## src/rtl/scm_pkg.sv

```systemverilog
// Package for the stop confirmation monitor: item codes, status codes,
// configuration register indexes and the payload and configuration structs.
// No dependencies; every other file of the block imports it.
`default_nettype none

package scm_pkg;

  // Default width of the saturating diagnostic counters.
  localparam int SCM_COUNT_WIDTH = 32;

  // Reset values of the configuration registers.
  localparam logic [31:0] TIMEOUT_RESET   = 32'd1000;
  localparam logic [30:0] THRESHOLD_RESET = 31'd6554;
  localparam logic [15:0] QUIET_RESET     = 16'd3;

  // Kind of an input item.
  typedef enum logic [1:0] {
    CMD_ACK  = 2'd0,
    CMD_ODOM = 2'd1,
    CMD_TICK = 2'd2,
    CMD_NONE = 2'd3
  } cmd_e;

  // Reported status, in order of increasing code; the codes do not follow the status priority.
  typedef enum logic [1:0] {
    STATUS_PENDING   = 2'd0,
    STATUS_CONFIRMED = 2'd1,
    STATUS_REJECTED  = 2'd2,
    STATUS_TIMED_OUT = 2'd3
  } status_e;

  // Configuration register indexes.
  typedef enum logic [2:0] {
    CFG_PRODUCER_ID  = 3'd0,
    CFG_SEQUENCE     = 3'd1,
    CFG_ZERO_STAMP   = 3'd2,
    CFG_TIMEOUT      = 3'd3,
    CFG_LINEAR_THR   = 3'd4,
    CFG_ANGULAR_THR  = 3'd5,
    CFG_QUIET_NEEDED = 3'd6,
    CFG_ACK_ONLY     = 3'd7
  } cfg_idx_e;

  // Current contents of the configuration registers.
  typedef struct packed {
    logic [63:0] expected_producer_id;
    logic [63:0] expected_sequence;
    logic [63:0] zero_stamp_ns;
    logic [31:0] timeout_ticks;
    logic [30:0] linear_threshold;
    logic [30:0] angular_threshold;
    logic [15:0] quiet_needed;
    logic        ack_only_policy;
  } scm_cfg_t;

  // One input item.
  typedef struct packed {
    cmd_e               command;
    logic        [63:0] producer_id;
    logic        [63:0] sequence_req;
    logic               accepted;
    logic        [63:0] stamp_ns;
    logic signed [31:0] linear_speed;
    logic signed [31:0] angular_speed;
    logic               speeds_valid;
  } scm_item_t;

  // One result item.
  typedef struct packed {
    status_e     status;
    logic [15:0] quiet_count;
    logic [31:0] odometry_seen;
    logic [31:0] post_ack_seen;
    logic [31:0] stale_seen;
    logic [31:0] moving_seen;
    logic        ack_seen;
    logic        ack_accepted;
    logic [63:0] ack_stamp;
    logic [63:0] last_odom_stamp;
  } scm_result_t;

endpackage

`default_nettype wire

```

## src/rtl/stop_confirmation_monitor.sv

```systemverilog
// Stop confirmation monitor: input register, single-pass state update, result register.
// Throughput: one item per cycle while the output is not held; the input register takes a new item in the
// same cycle its predecessor moves into the result register.
// Reset clears all monitor state and counters and loads the configuration defaults.
// Depends on scm_pkg, scm_cfg_regs and scm_core.
`default_nettype none

module stop_confirmation_monitor
  import scm_pkg::*;
#(
  parameter int COUNT_WIDTH = SCM_COUNT_WIDTH
) (
  input  wire logic        clk,
  input  wire logic        rst,
  input  wire logic        cfg_valid,
  output logic             cfg_ready,
  input  wire cfg_idx_e    cfg_index,
  input  wire logic [63:0] cfg_data,
  input  wire logic        item_valid,
  output logic             item_ready,
  input  scm_item_t        item,
  output logic             result_valid,
  input  wire logic        result_ready,
  output scm_result_t      result
);

  scm_cfg_t    cfg;
  scm_item_t   s1_item;
  logic        s1_valid;
  logic        out_free;
  logic        advance;
  scm_result_t result_next;

  // Configuration writes are always taken.
  assign cfg_ready = 1'b1;

  scm_cfg_regs u_cfg_regs (
    .clk      (clk),
    .rst      (rst),
    .wr_en    (cfg_valid && cfg_ready),
    .wr_index (cfg_index),
    .wr_data  (cfg_data),
    .cfg      (cfg)
  );

  // Pipeline control: the item moves on when the result register is free.
  assign out_free   = !result_valid || result_ready;
  assign advance    = s1_valid && out_free;
  assign item_ready = !s1_valid || out_free;

  // Input register.
  always_ff @(posedge clk) begin
    if (rst) begin
      s1_valid <= 1'b0;
    end else if (item_ready) begin
      s1_valid <= item_valid;
    end
  end

  always_ff @(posedge clk) begin
    if (item_valid && item_ready) begin
      s1_item <= item;
    end
  end

  scm_core #(
    .COUNT_WIDTH (COUNT_WIDTH)
  ) u_core (
    .clk         (clk),
    .rst         (rst),
    .cfg         (cfg),
    .advance     (advance),
    .item        (s1_item),
    .result_next (result_next)
  );

  // Result register.
  always_ff @(posedge clk) begin
    if (rst) begin
      result_valid <= 1'b0;
    end else if (out_free) begin
      result_valid <= s1_valid;
    end
  end

  always_ff @(posedge clk) begin
    if (advance) begin
      result <= result_next;
    end
  end

  // The input side stalls only when both stages are full and the output is held.
  a_stall_only_when_full: assert property (@(posedge clk) disable iff (rst)
    !item_ready |-> (s1_valid && result_valid && !result_ready))
    else $error("input stalled while a stage was free");

  // An item in the input register reaches the result register when it is empty.
  a_item_moves_on: assert property (@(posedge clk) disable iff (rst)
    (s1_valid && !result_valid) |=> result_valid)
    else $error("item did not move to the result register");

  // A rejection is reported only with a matching ack that refused the zero.
  a_rejected_consistent: assert property (@(posedge clk) disable iff (rst)
    result_valid |-> ((result.status != STATUS_REJECTED) ||
                      (result.ack_seen && !result.ack_accepted)))
    else $error("rejected status without a refusing ack");

  // Confirmation requires an accepted ack.
  a_confirmed_needs_ack: assert property (@(posedge clk) disable iff (rst)
    (result_valid && (result.status == STATUS_CONFIRMED)) |->
      (result.ack_seen && result.ack_accepted))
    else $error("confirmed status without an accepted ack");

endmodule

`default_nettype wire

```

## src/rtl/scm_cfg_regs.sv

```systemverilog
// Configuration register file of the stop confirmation monitor.
// Depends on scm_pkg for the register indexes and the configuration struct.
`default_nettype none

module scm_cfg_regs
  import scm_pkg::*;
(
  input  wire logic        clk,
  input  wire logic        rst,
  input  wire logic        wr_en,
  input  wire cfg_idx_e    wr_index,
  input  wire logic [63:0] wr_data,
  output scm_cfg_t         cfg
);

  scm_cfg_t regs;

  // Registers take the low bits of the write data that fit their width.
  always_ff @(posedge clk) begin
    if (rst) begin
      regs.expected_producer_id <= '0;
      regs.expected_sequence    <= '0;
      regs.zero_stamp_ns        <= '0;
      regs.timeout_ticks        <= TIMEOUT_RESET;
      regs.linear_threshold     <= THRESHOLD_RESET;
      regs.angular_threshold    <= THRESHOLD_RESET;
      regs.quiet_needed         <= QUIET_RESET;
      regs.ack_only_policy      <= 1'b0;
    end else if (wr_en) begin
      unique case (wr_index)
        CFG_PRODUCER_ID:  regs.expected_producer_id <= wr_data;
        CFG_SEQUENCE:     regs.expected_sequence    <= wr_data;
        CFG_ZERO_STAMP:   regs.zero_stamp_ns        <= wr_data;
        CFG_TIMEOUT:      regs.timeout_ticks        <= wr_data[31:0];
        CFG_LINEAR_THR:   regs.linear_threshold     <= wr_data[30:0];
        CFG_ANGULAR_THR:  regs.angular_threshold    <= wr_data[30:0];
        CFG_QUIET_NEEDED: regs.quiet_needed         <= wr_data[15:0];
        CFG_ACK_ONLY:     regs.ack_only_policy      <= wr_data[0];
        default:          regs.ack_only_policy      <= regs.ack_only_policy;
      endcase
    end
  end

  assign cfg = regs;

endmodule

`default_nettype wire

```

## src/rtl/scm_core.sv

```systemverilog
// Monitor state, its single-pass update for one item and the status that follows.
// Depends on scm_pkg for the item, result and configuration types.
`default_nettype none

module scm_core
  import scm_pkg::*;
#(
  parameter int COUNT_WIDTH = SCM_COUNT_WIDTH
) (
  input  wire logic      clk,
  input  wire logic      rst,
  input  scm_cfg_t       cfg,
  input  wire logic      advance,
  input  scm_item_t      item,
  output scm_result_t    result_next
);

  // Saturating increment of a diagnostic counter.
  function automatic logic [COUNT_WIDTH-1:0] sat_inc(input logic [COUNT_WIDTH-1:0] c);
    return (&c) ? c : c + 1'b1;
  endfunction

  logic                   ack_flag, ack_flag_next;
  logic                   accept_flag, accept_flag_next;
  logic [63:0]            ack_stamp_reg, ack_stamp_reg_next;
  logic [15:0]            quiet_reg, quiet_reg_next;
  logic [63:0]            qualified_stamp, qualified_stamp_next;
  logic [63:0]            observed_stamp, observed_stamp_next;
  logic [31:0]            elapsed_ticks, elapsed_ticks_next;
  logic [COUNT_WIDTH-1:0] odom_counter, odom_counter_next;
  logic [COUNT_WIDTH-1:0] post_ack_counter, post_ack_counter_next;
  logic [COUNT_WIDTH-1:0] stale_counter, stale_counter_next;
  logic [COUNT_WIDTH-1:0] moving_counter, moving_counter_next;

  logic ack_match;
  logic stale;
  logic moving;
  logic [63:0] odom_ext, post_ext, stale_ext, moving_ext;

  // Item qualifiers.
  assign ack_match = (item.producer_id == cfg.expected_producer_id) &&
                     (item.sequence_req == cfg.expected_sequence) &&
                     (item.stamp_ns > cfg.zero_stamp_ns);
  assign stale     = (item.stamp_ns == 64'd0) || (item.stamp_ns <= qualified_stamp);
  assign moving    = !item.speeds_valid ||
                     (item.linear_speed > $signed({1'b0, cfg.linear_threshold})) ||
                     (item.angular_speed > $signed({1'b0, cfg.angular_threshold}));

  // Next state for the item in the input register.
  always_comb begin
    ack_flag_next         = ack_flag;
    accept_flag_next      = accept_flag;
    ack_stamp_reg_next    = ack_stamp_reg;
    quiet_reg_next        = quiet_reg;
    qualified_stamp_next  = qualified_stamp;
    observed_stamp_next   = observed_stamp;
    elapsed_ticks_next    = elapsed_ticks;
    odom_counter_next     = odom_counter;
    post_ack_counter_next = post_ack_counter;
    stale_counter_next    = stale_counter;
    moving_counter_next   = moving_counter;
    case (item.command)
      CMD_ACK: begin
        if (ack_match) begin
          // A first ack or a change of acceptance restarts the quiet check.
          if (!ack_flag || (accept_flag != item.accepted)) begin
            quiet_reg_next       = '0;
            qualified_stamp_next = '0;
            ack_stamp_reg_next   = item.stamp_ns;
          end
          ack_flag_next    = 1'b1;
          accept_flag_next = item.accepted;
        end
      end
      CMD_ODOM: begin
        odom_counter_next   = sat_inc(odom_counter);
        observed_stamp_next = item.stamp_ns;
        if (ack_flag && accept_flag) begin
          post_ack_counter_next = sat_inc(post_ack_counter);
          if (stale) begin
            stale_counter_next = sat_inc(stale_counter);
          end else begin
            qualified_stamp_next = item.stamp_ns;
            if (moving) begin
              moving_counter_next = sat_inc(moving_counter);
              quiet_reg_next      = '0;
            end else if (quiet_reg < cfg.quiet_needed) begin
              quiet_reg_next = quiet_reg + 16'd1;
            end
          end
        end
      end
      CMD_TICK: begin
        if (!(&elapsed_ticks)) begin
          elapsed_ticks_next = elapsed_ticks + 32'd1;
        end
      end
      default: begin
      end
    endcase
  end

  // State registers change only when the item moves on to the result register.
  always_ff @(posedge clk) begin
    if (rst) begin
      ack_flag         <= 1'b0;
      accept_flag      <= 1'b0;
      ack_stamp_reg    <= '0;
      quiet_reg        <= '0;
      qualified_stamp  <= '0;
      observed_stamp   <= '0;
      elapsed_ticks    <= '0;
      odom_counter     <= '0;
      post_ack_counter <= '0;
      stale_counter    <= '0;
      moving_counter   <= '0;
    end else if (advance) begin
      ack_flag         <= ack_flag_next;
      accept_flag      <= accept_flag_next;
      ack_stamp_reg    <= ack_stamp_reg_next;
      quiet_reg        <= quiet_reg_next;
      qualified_stamp  <= qualified_stamp_next;
      observed_stamp   <= observed_stamp_next;
      elapsed_ticks    <= elapsed_ticks_next;
      odom_counter     <= odom_counter_next;
      post_ack_counter <= post_ack_counter_next;
      stale_counter    <= stale_counter_next;
      moving_counter   <= moving_counter_next;
    end
  end

  // Counters are reported in their low 32 bits, zero-extended when narrower.
  assign odom_ext   = 64'(odom_counter_next);
  assign post_ext   = 64'(post_ack_counter_next);
  assign stale_ext  = 64'(stale_counter_next);
  assign moving_ext = 64'(moving_counter_next);

  // Status priority: rejected, timed out, confirmed, pending.
  always_comb begin
    if (ack_flag_next && !accept_flag_next) begin
      result_next.status = STATUS_REJECTED;
    end else if (elapsed_ticks_next >= cfg.timeout_ticks) begin
      result_next.status = STATUS_TIMED_OUT;
    end else if (ack_flag_next && accept_flag_next &&
                 (cfg.ack_only_policy || (quiet_reg_next >= cfg.quiet_needed))) begin
      result_next.status = STATUS_CONFIRMED;
    end else begin
      result_next.status = STATUS_PENDING;
    end
    result_next.quiet_count     = quiet_reg_next;
    result_next.odometry_seen   = odom_ext[31:0];
    result_next.post_ack_seen   = post_ext[31:0];
    result_next.stale_seen      = stale_ext[31:0];
    result_next.moving_seen     = moving_ext[31:0];
    result_next.ack_seen        = ack_flag_next;
    result_next.ack_accepted    = accept_flag_next;
    result_next.ack_stamp       = ack_stamp_reg_next;
    result_next.last_odom_stamp = observed_stamp_next;
  end

endmodule

`default_nettype wire
```

## config.mk

```make
export PLATFORM = sky130hd
export DESIGN_NAME = stop_confirmation_monitor
export DESIGN_NICKNAME = d
export VERILOG_FILES = /design/src/rtl/scm_pkg.sv /design/src/rtl/stop_confirmation_monitor.sv /design/src/rtl/scm_cfg_regs.sv /design/src/rtl/scm_core.sv
export SDC_FILE = /design/constraint.sdc
export NUM_CORES = 2
export LEC_CHECK = 0
export ABC_AREA = 1
export BUFFER_PORTS_ARGS = -buffer_cell sky130_fd_sc_hd__buf_2
export CORE_UTILIZATION = 35
export DETAILED_ROUTE_END_ITERATION = 6
export PLACE_DENSITY = 0.61
export SYNTH_ARGS = -nofsm -noshare
export SYNTH_HDL_FRONTEND = slang
export SYNTH_SLANG_ARGS = --single-unit
```

## constraint.sdc

```tcl
create_clock -name clk -period 22.8 [get_ports clk]
set_input_delay 3.42 -clock clk [delete_from_list [all_inputs] [get_ports clk]]
set_output_delay 3.42 -clock clk [all_outputs]
set_load 0.005 [all_outputs]
```

# Yosys cells after proc, flatten, opt, wreduce, memory -nomap -nowiden

Index checks and enable logic that the tools add are counted.

Flip-flop bits (word level): 1211
Word-level logic and storage cells: 146
Output and inout port bits: 279

Reduce and logical (&&, ||, !) cells: 39
Eq/ne operators: 16
Magnitude comparators: 7
Mux-type cells: 38
$add $sub $neg: 6

Operators with widths:

| kind                                                                  | count |
|---|---|
| 32-bit 2-to-1 mux                                                     | 16 |
| 64-bit 2-to-1 mux                                                     | 8 |
| 32-bit by 1-bit adder with 32-bit output, second input constant       | 5 |
| 32-bit AND reduction                                                  | 5 |
| 64-bit equality test                                                  | 2 |
| 64-bit case mux with 2 select lines                                   | 1 |
| 16-bit 2-to-1 mux                                                     | 6 |
| 32-bit > comparator                                                   | 2 |
| 64-bit > comparator                                                   | 1 |
| 64-bit <= comparator                                                  | 1 |
| 64-bit logical NOT                                                    | 1 |
| 32-bit >= comparator                                                  | 1 |
| 16-bit case mux with 2 select lines                                   | 1 |
| 16-bit by 1-bit adder with 16-bit output, second input constant       | 1 |
| 16-bit >= comparator                                                  | 1 |
| 16-bit less-than comparator                                           | 1 |
| 2-bit AND reduction                                                   | 8 |
| 3-bit equality test, second input constant                            | 4 |
| 1-bit logical AND                                                     | 8 |
| 1-bit logical OR                                                      | 7 |
| 3-bit by 2-bit equality test with 1-bit output, second input constant | 2 |
| 1-bit 2-to-1 mux                                                      | 6 |
| 2-bit by 1-bit != test with 1-bit output, second input constant       | 3 |
| 6-bit AND reduction                                                   | 1 |
| 10 further kinds                                                      | 14 |

# Logic depth before layout (Yosys ltp)

Depth in word-level cells: 12
Depth in mapped cells: 33
Depth with buffers taken out: 33

# Cells and area by module

A second synthesis with hierarchy kept.

Cell total of the unflattened synthesis: 6849
Area total of the unflattened synthesis: 57147.3 um^2

By module, submodules not included:

| module                    | cells each | times used | area each (um^2) |
|---|---|---|---|
| scm_core                  | 4593       | 1          | 29122.9 |
| stop_confirmation_monitor | 550        | 1          | 16198.0 |
| scm_cfg_regs              | 1706       | 1          | 11826.3 |

# Worst setup path before layout

Ideal clock, no wire load.

Kind: input port to flip-flop
Start: in result_ready
End: reg u_core.moving_counter[13]
Data arrival time: 12.254 ns
Buffers on the path: 3
Data required time: 22.342 ns
Cell stages on the path: 8
Slack: 10.088 ns
Library setup time: 0.458 ns
Path through: inv_1 -> nand2_1 -> nand2_1 -> inv_1 -> clkbuf_1 -> clkbuf_1 -> clkbuf_1 -> a21oi_1

Word-level cells in the longest chain between the ends: 2

Ends and longest elaborated chain:

| item                   | line                            | source |
|---|---|---|
| start: declaration     | stop_confirmation_monitor.sv:23 | `input wire logic result_ready,` |
| 1-bit logical OR       | stop_confirmation_monitor.sv:47 | `assign out_free = !result_valid \|\| result_ready;` |
| 1-bit logical AND      | stop_confirmation_monitor.sv:48 | `assign advance = s1_valid && out_free;` |
| named net advance      | stop_confirmation_monitor.sv:31 | `logic advance;` |
| end signal: assignment | scm_core.sv:128                 | `moving_counter <= moving_counter_next;` |
| end: declaration       | scm_core.sv:33                  | `logic [COUNT_WIDTH-1:0] moving_counter, moving_counter_next;` |

The timed path passes the listed nets, and every way through them passes these cells.
A chain may end at the register's enable or synchronous reset.

# Worst setup path after layout

Start: in result_ready
End: out item_ready

Word-level cells in the longest chain between the ends: 2

Ends and longest elaborated chain:

| item             | line                            | source |
|---|---|---|
| 1-bit logical OR | stop_confirmation_monitor.sv:47 |  |
| 1-bit logical OR | stop_confirmation_monitor.sv:49 | `assign item_ready = !s1_valid \|\| out_free;` |
| end: declaration | stop_confirmation_monitor.sv:20 | `output logic item_ready,` |

Every way passes these cells.

==> summary.md <==
| Metric | Value |
|---|---|
| Fmax | `~0.14 GHz` |
| Mapped Area | `between 0.05 and 0.06 mm^2` |
| Worst-path fanout max | `3` |
| CTS Root Cell | `clkbuf_16` |
| Clk buf depth | `3` |
| Final period util | `about a third` |
| Worst VDD drop | `0.0000720 V` |
| #FFs+latches synth | `around 1200` |
| Post-CTS Resized | `0` |
| RSZ-0062 raised after global routing | `false` |
| Number of global-route vias before repair | `between 40000 and 50000` |
| Starting Density | `a little over a third` |
| Buffers on Ports | `between 600 and 700` |
| Setup TNS | `0 ns` |
| TritonCTS Sinks | `~1200` |
| Routed Antenna Nets | `0` |
| Rows | `between 100 and 150` |
| Final Hold Vio Count | `0` |
| Pins Over Slew Limit | `0` |
| Total Routed Length | `177000 um` |
| Power Density | `79.5 mW/mm^2` |
| Final Net Count | `7565` |
| EDFF count, synth | `between 500 and 600` |
| Gp weighted congestion | `just over 0.9` |
| H-tree levels | `4` |
| Setup crit end kind | `primary output` |
| CTS Hold Bufs | `0` |
| Wire length per cell | `just under 20 um` |
| Max reg flops | `303` |
| Synthesized area per cell | `roughly 8.6 um^2` |
| Arr. time, crit path | `roughly 3.8 ns` |
| Inserted Clock Buffers | `approximately 140` |
| Placed instance count | `just under 9000` |
| Antenna violations before repair | `36` |
| Async set-reset flop share out of synthesis | `0%` |
| Leak | `roughly 28 nW` |
| Total global-route track usage | `21.4%` |
| Post-CTS setup buffer count | `0` |
| Fin cells | `a little over 9000` |
| Dpl hpwl | `around 120000 um` |
| Relative slew margins | `around a quarter` |
| Mapped Cells | `6471` |
| Core area | `0.158 mm^2` |
| Synth unique cells | `56` |
| Die Span Y | `401 um` |
| Most used DFF post-synth | `dfxtp_1` |
| Net count after synthesis | `approximately 7100` |
| Status | `finished, final reports clean` |
| Vias | `between 40000 and 50000` |
| Via density | `roughly 5.0` |
| Later-pin clock latency in the skew report | `approximately 0.80 ns` |
| Worst-path clk slew | `0.05 ns` |
| Layout cells sized above 1 | `12.8%` |
| Initial DRC Count | `about 3800` |
| Critical path startpoint category | `input port` |
| Critical path required time | `between 15 and 20 ns` |
| Synth Warn # | `0` |
| Final setup viols | `0` |
| I/O pins | `a little over 600` |
| CTS tree | `done` |
| Global-route wire length before repair | `between 200000 and 300000 um` |
| Slew @ Worst Pin | `1.14 ns` |
| Synth-to-Final Area Change | `16.9%` |
| Die area | `around 0.16 mm^2` |
| Largest net degree at the start of global routing | `179` |
| First drt pass iteration count | `5` |
| GRT overflow | `0` |
| Skew final | `approximately 0.045 ns` |
| DRC viols | `0` |
| HP Class | `flop to flop` |
| Seq/Total Area, Yosys | `a little over half` |
| Kind of critical path | `input port to primary output` |
| # Max-Cap Violations | `0` |
| Final critical-path required period | `roughly 7.2 ns` |
| DIE WIDTH | `401 um` |
[synth_stat cells (4+ instances only)]
cell type	n	area [um^2]
nand2_1	1047	3930
inv_1	918	3450
nor2_1	764	2870
dfxtp_1	675	13500
o21ai_0	630	3150
edfxtp_1	536	16100
a21oi_1	450	2250
ha_1	259	3240
clkbuf_1	222	833
nand3_1	169	846
nand4_1	163	1020
xor2_1	112	981
xnor2_1	98	858
nor3_1	77	385
a211oi_1	69	518
o21ai_1	62	310
nor4_1	38	238
buf_2	30	150
o211ai_1	23	173
buf_1	17	63.8
o22ai_1	11	68.8
o21a_1	9	67.6
nor3_2	8	80.1
buf_4	7	52.6
o21bai_1	7	52.6
inv_2	6	22.5
nor2_2	6	37.5
a22o_1	5	43.8
a21o_1	4	30.0
nand2_4	4	45.0
nor2_4	4	45.0
or2_2	4	25.0
[placed cells by master (no fill, tap or decap), types with 98 or more instances in the layout]
master / Yosys / layout
nand2_1: 1047 / 1045
inv_1: 918 / 913
nor2_1: 764 / 762
dfxtp_1: 675 / 675
o21ai_0: 630 / 630
buf_2: 30 / 608
edfxtp_1: 536 / 536
a21oi_1: 450 / 450
ha_1: 259 / 259
nand3_1: 169 / 169
nand4_1: 163 / 163
clkbuf_16: 0 / 141
xor2_1: 112 / 112
xnor2_1: 98 / 98
[power by group]
group,total (mW),internal (mW),switching [mW]
registers,2.48,2.40,0.0814
logic,0.503,0.170,0.333
clock network,2.20,1.25,0.956
[stage by stage]
| stage | power (mW) | hold WS, ns | setup WS, ns | utilization, % | instance area, um^2 |
|---|---|---|---|---|---|
| 3_5_place_dp | 3.02 | 0.446 | 15.26 | 38.3 | 60700 |
| 3_3_place_gp | 3.01 | 0.440 | 15.27 | 38.3 | 60700 |
| 4_1_cts | 5.23 | 0.455 | 15.56 | 41.2 | 65200 |
| 5_1_grt | 5.39 | 0.472 | 15.51 | 41.2 | 65200 |
| 6_report | 5.18 | 0.455 | 15.56 | 41.2 | 65200 |
| 2_1_floorplan | 2.81 | 0.431 | 10.09 | - | 55800 |
[per-layer routing]
| layer | vias up | track usage (%) | part of all wire, % |
|---|---|---|---|
| li1 | 22400 | - | - |
| met1 | 21600 | 29.2 | 45 |
| met2 | 1567 | 33.6 | 45 |
| met3 | 294 | 4.36 | 7.2 |
| met4 | 18 | 7.31 | 3.2 |
| met5 | - | 0 | 0.064 |
[cell type report]
type	instances	area (um^2)
inverters	925	3500
clock buffers	190	3850
repair buffers	642	3330
fillers	15700	93200
well taps	2072	2590
flip-flops and latches	1211	29600
multi-input cells	4055	21600
clock inverters	68	676
diodes	7	17.5
[critical path, stage by stage]
cell	delay, ns
buf_2	0.09
inv_1	0.06
nand3_1	0.10
buf_2	0.15
[kinds of logic (layout without fill, tap and decap cells)]
kind of cell | after synthesis | in the layout | synth area share [%]
AO/OA/AOI/OAI | 1280 | 1280 | 12.1
XOR/XNOR | 210 | 210 | 3.30
adder cells (fa/ha/maj) | 259 | 259 | 5.81
buffers and inverters | 1205 | 1825 | 8.26
flip-flops | 1211 | 1211 | 53.1
other | 1 | 8 | 0.00672
AND/OR/NAND/NOR | 2305 | 2305 | 17.4
[path summary, 6_finish.rpt]
path,slack [ns],end,start,cells after the start
setup reg to reg,16.97,u_core.qualified_stamp[54],s1_item[127],17
hold / removal,0.45,u_core.observed_stamp[59],u_core.observed_stamp[59],2
hold reg to reg,0.45,u_core.observed_stamp[59],u_core.observed_stamp[59],2
setup / recovery,15.56,item_ready,result_ready,4
No activity file was read; power rests on OpenSTA's default activity.
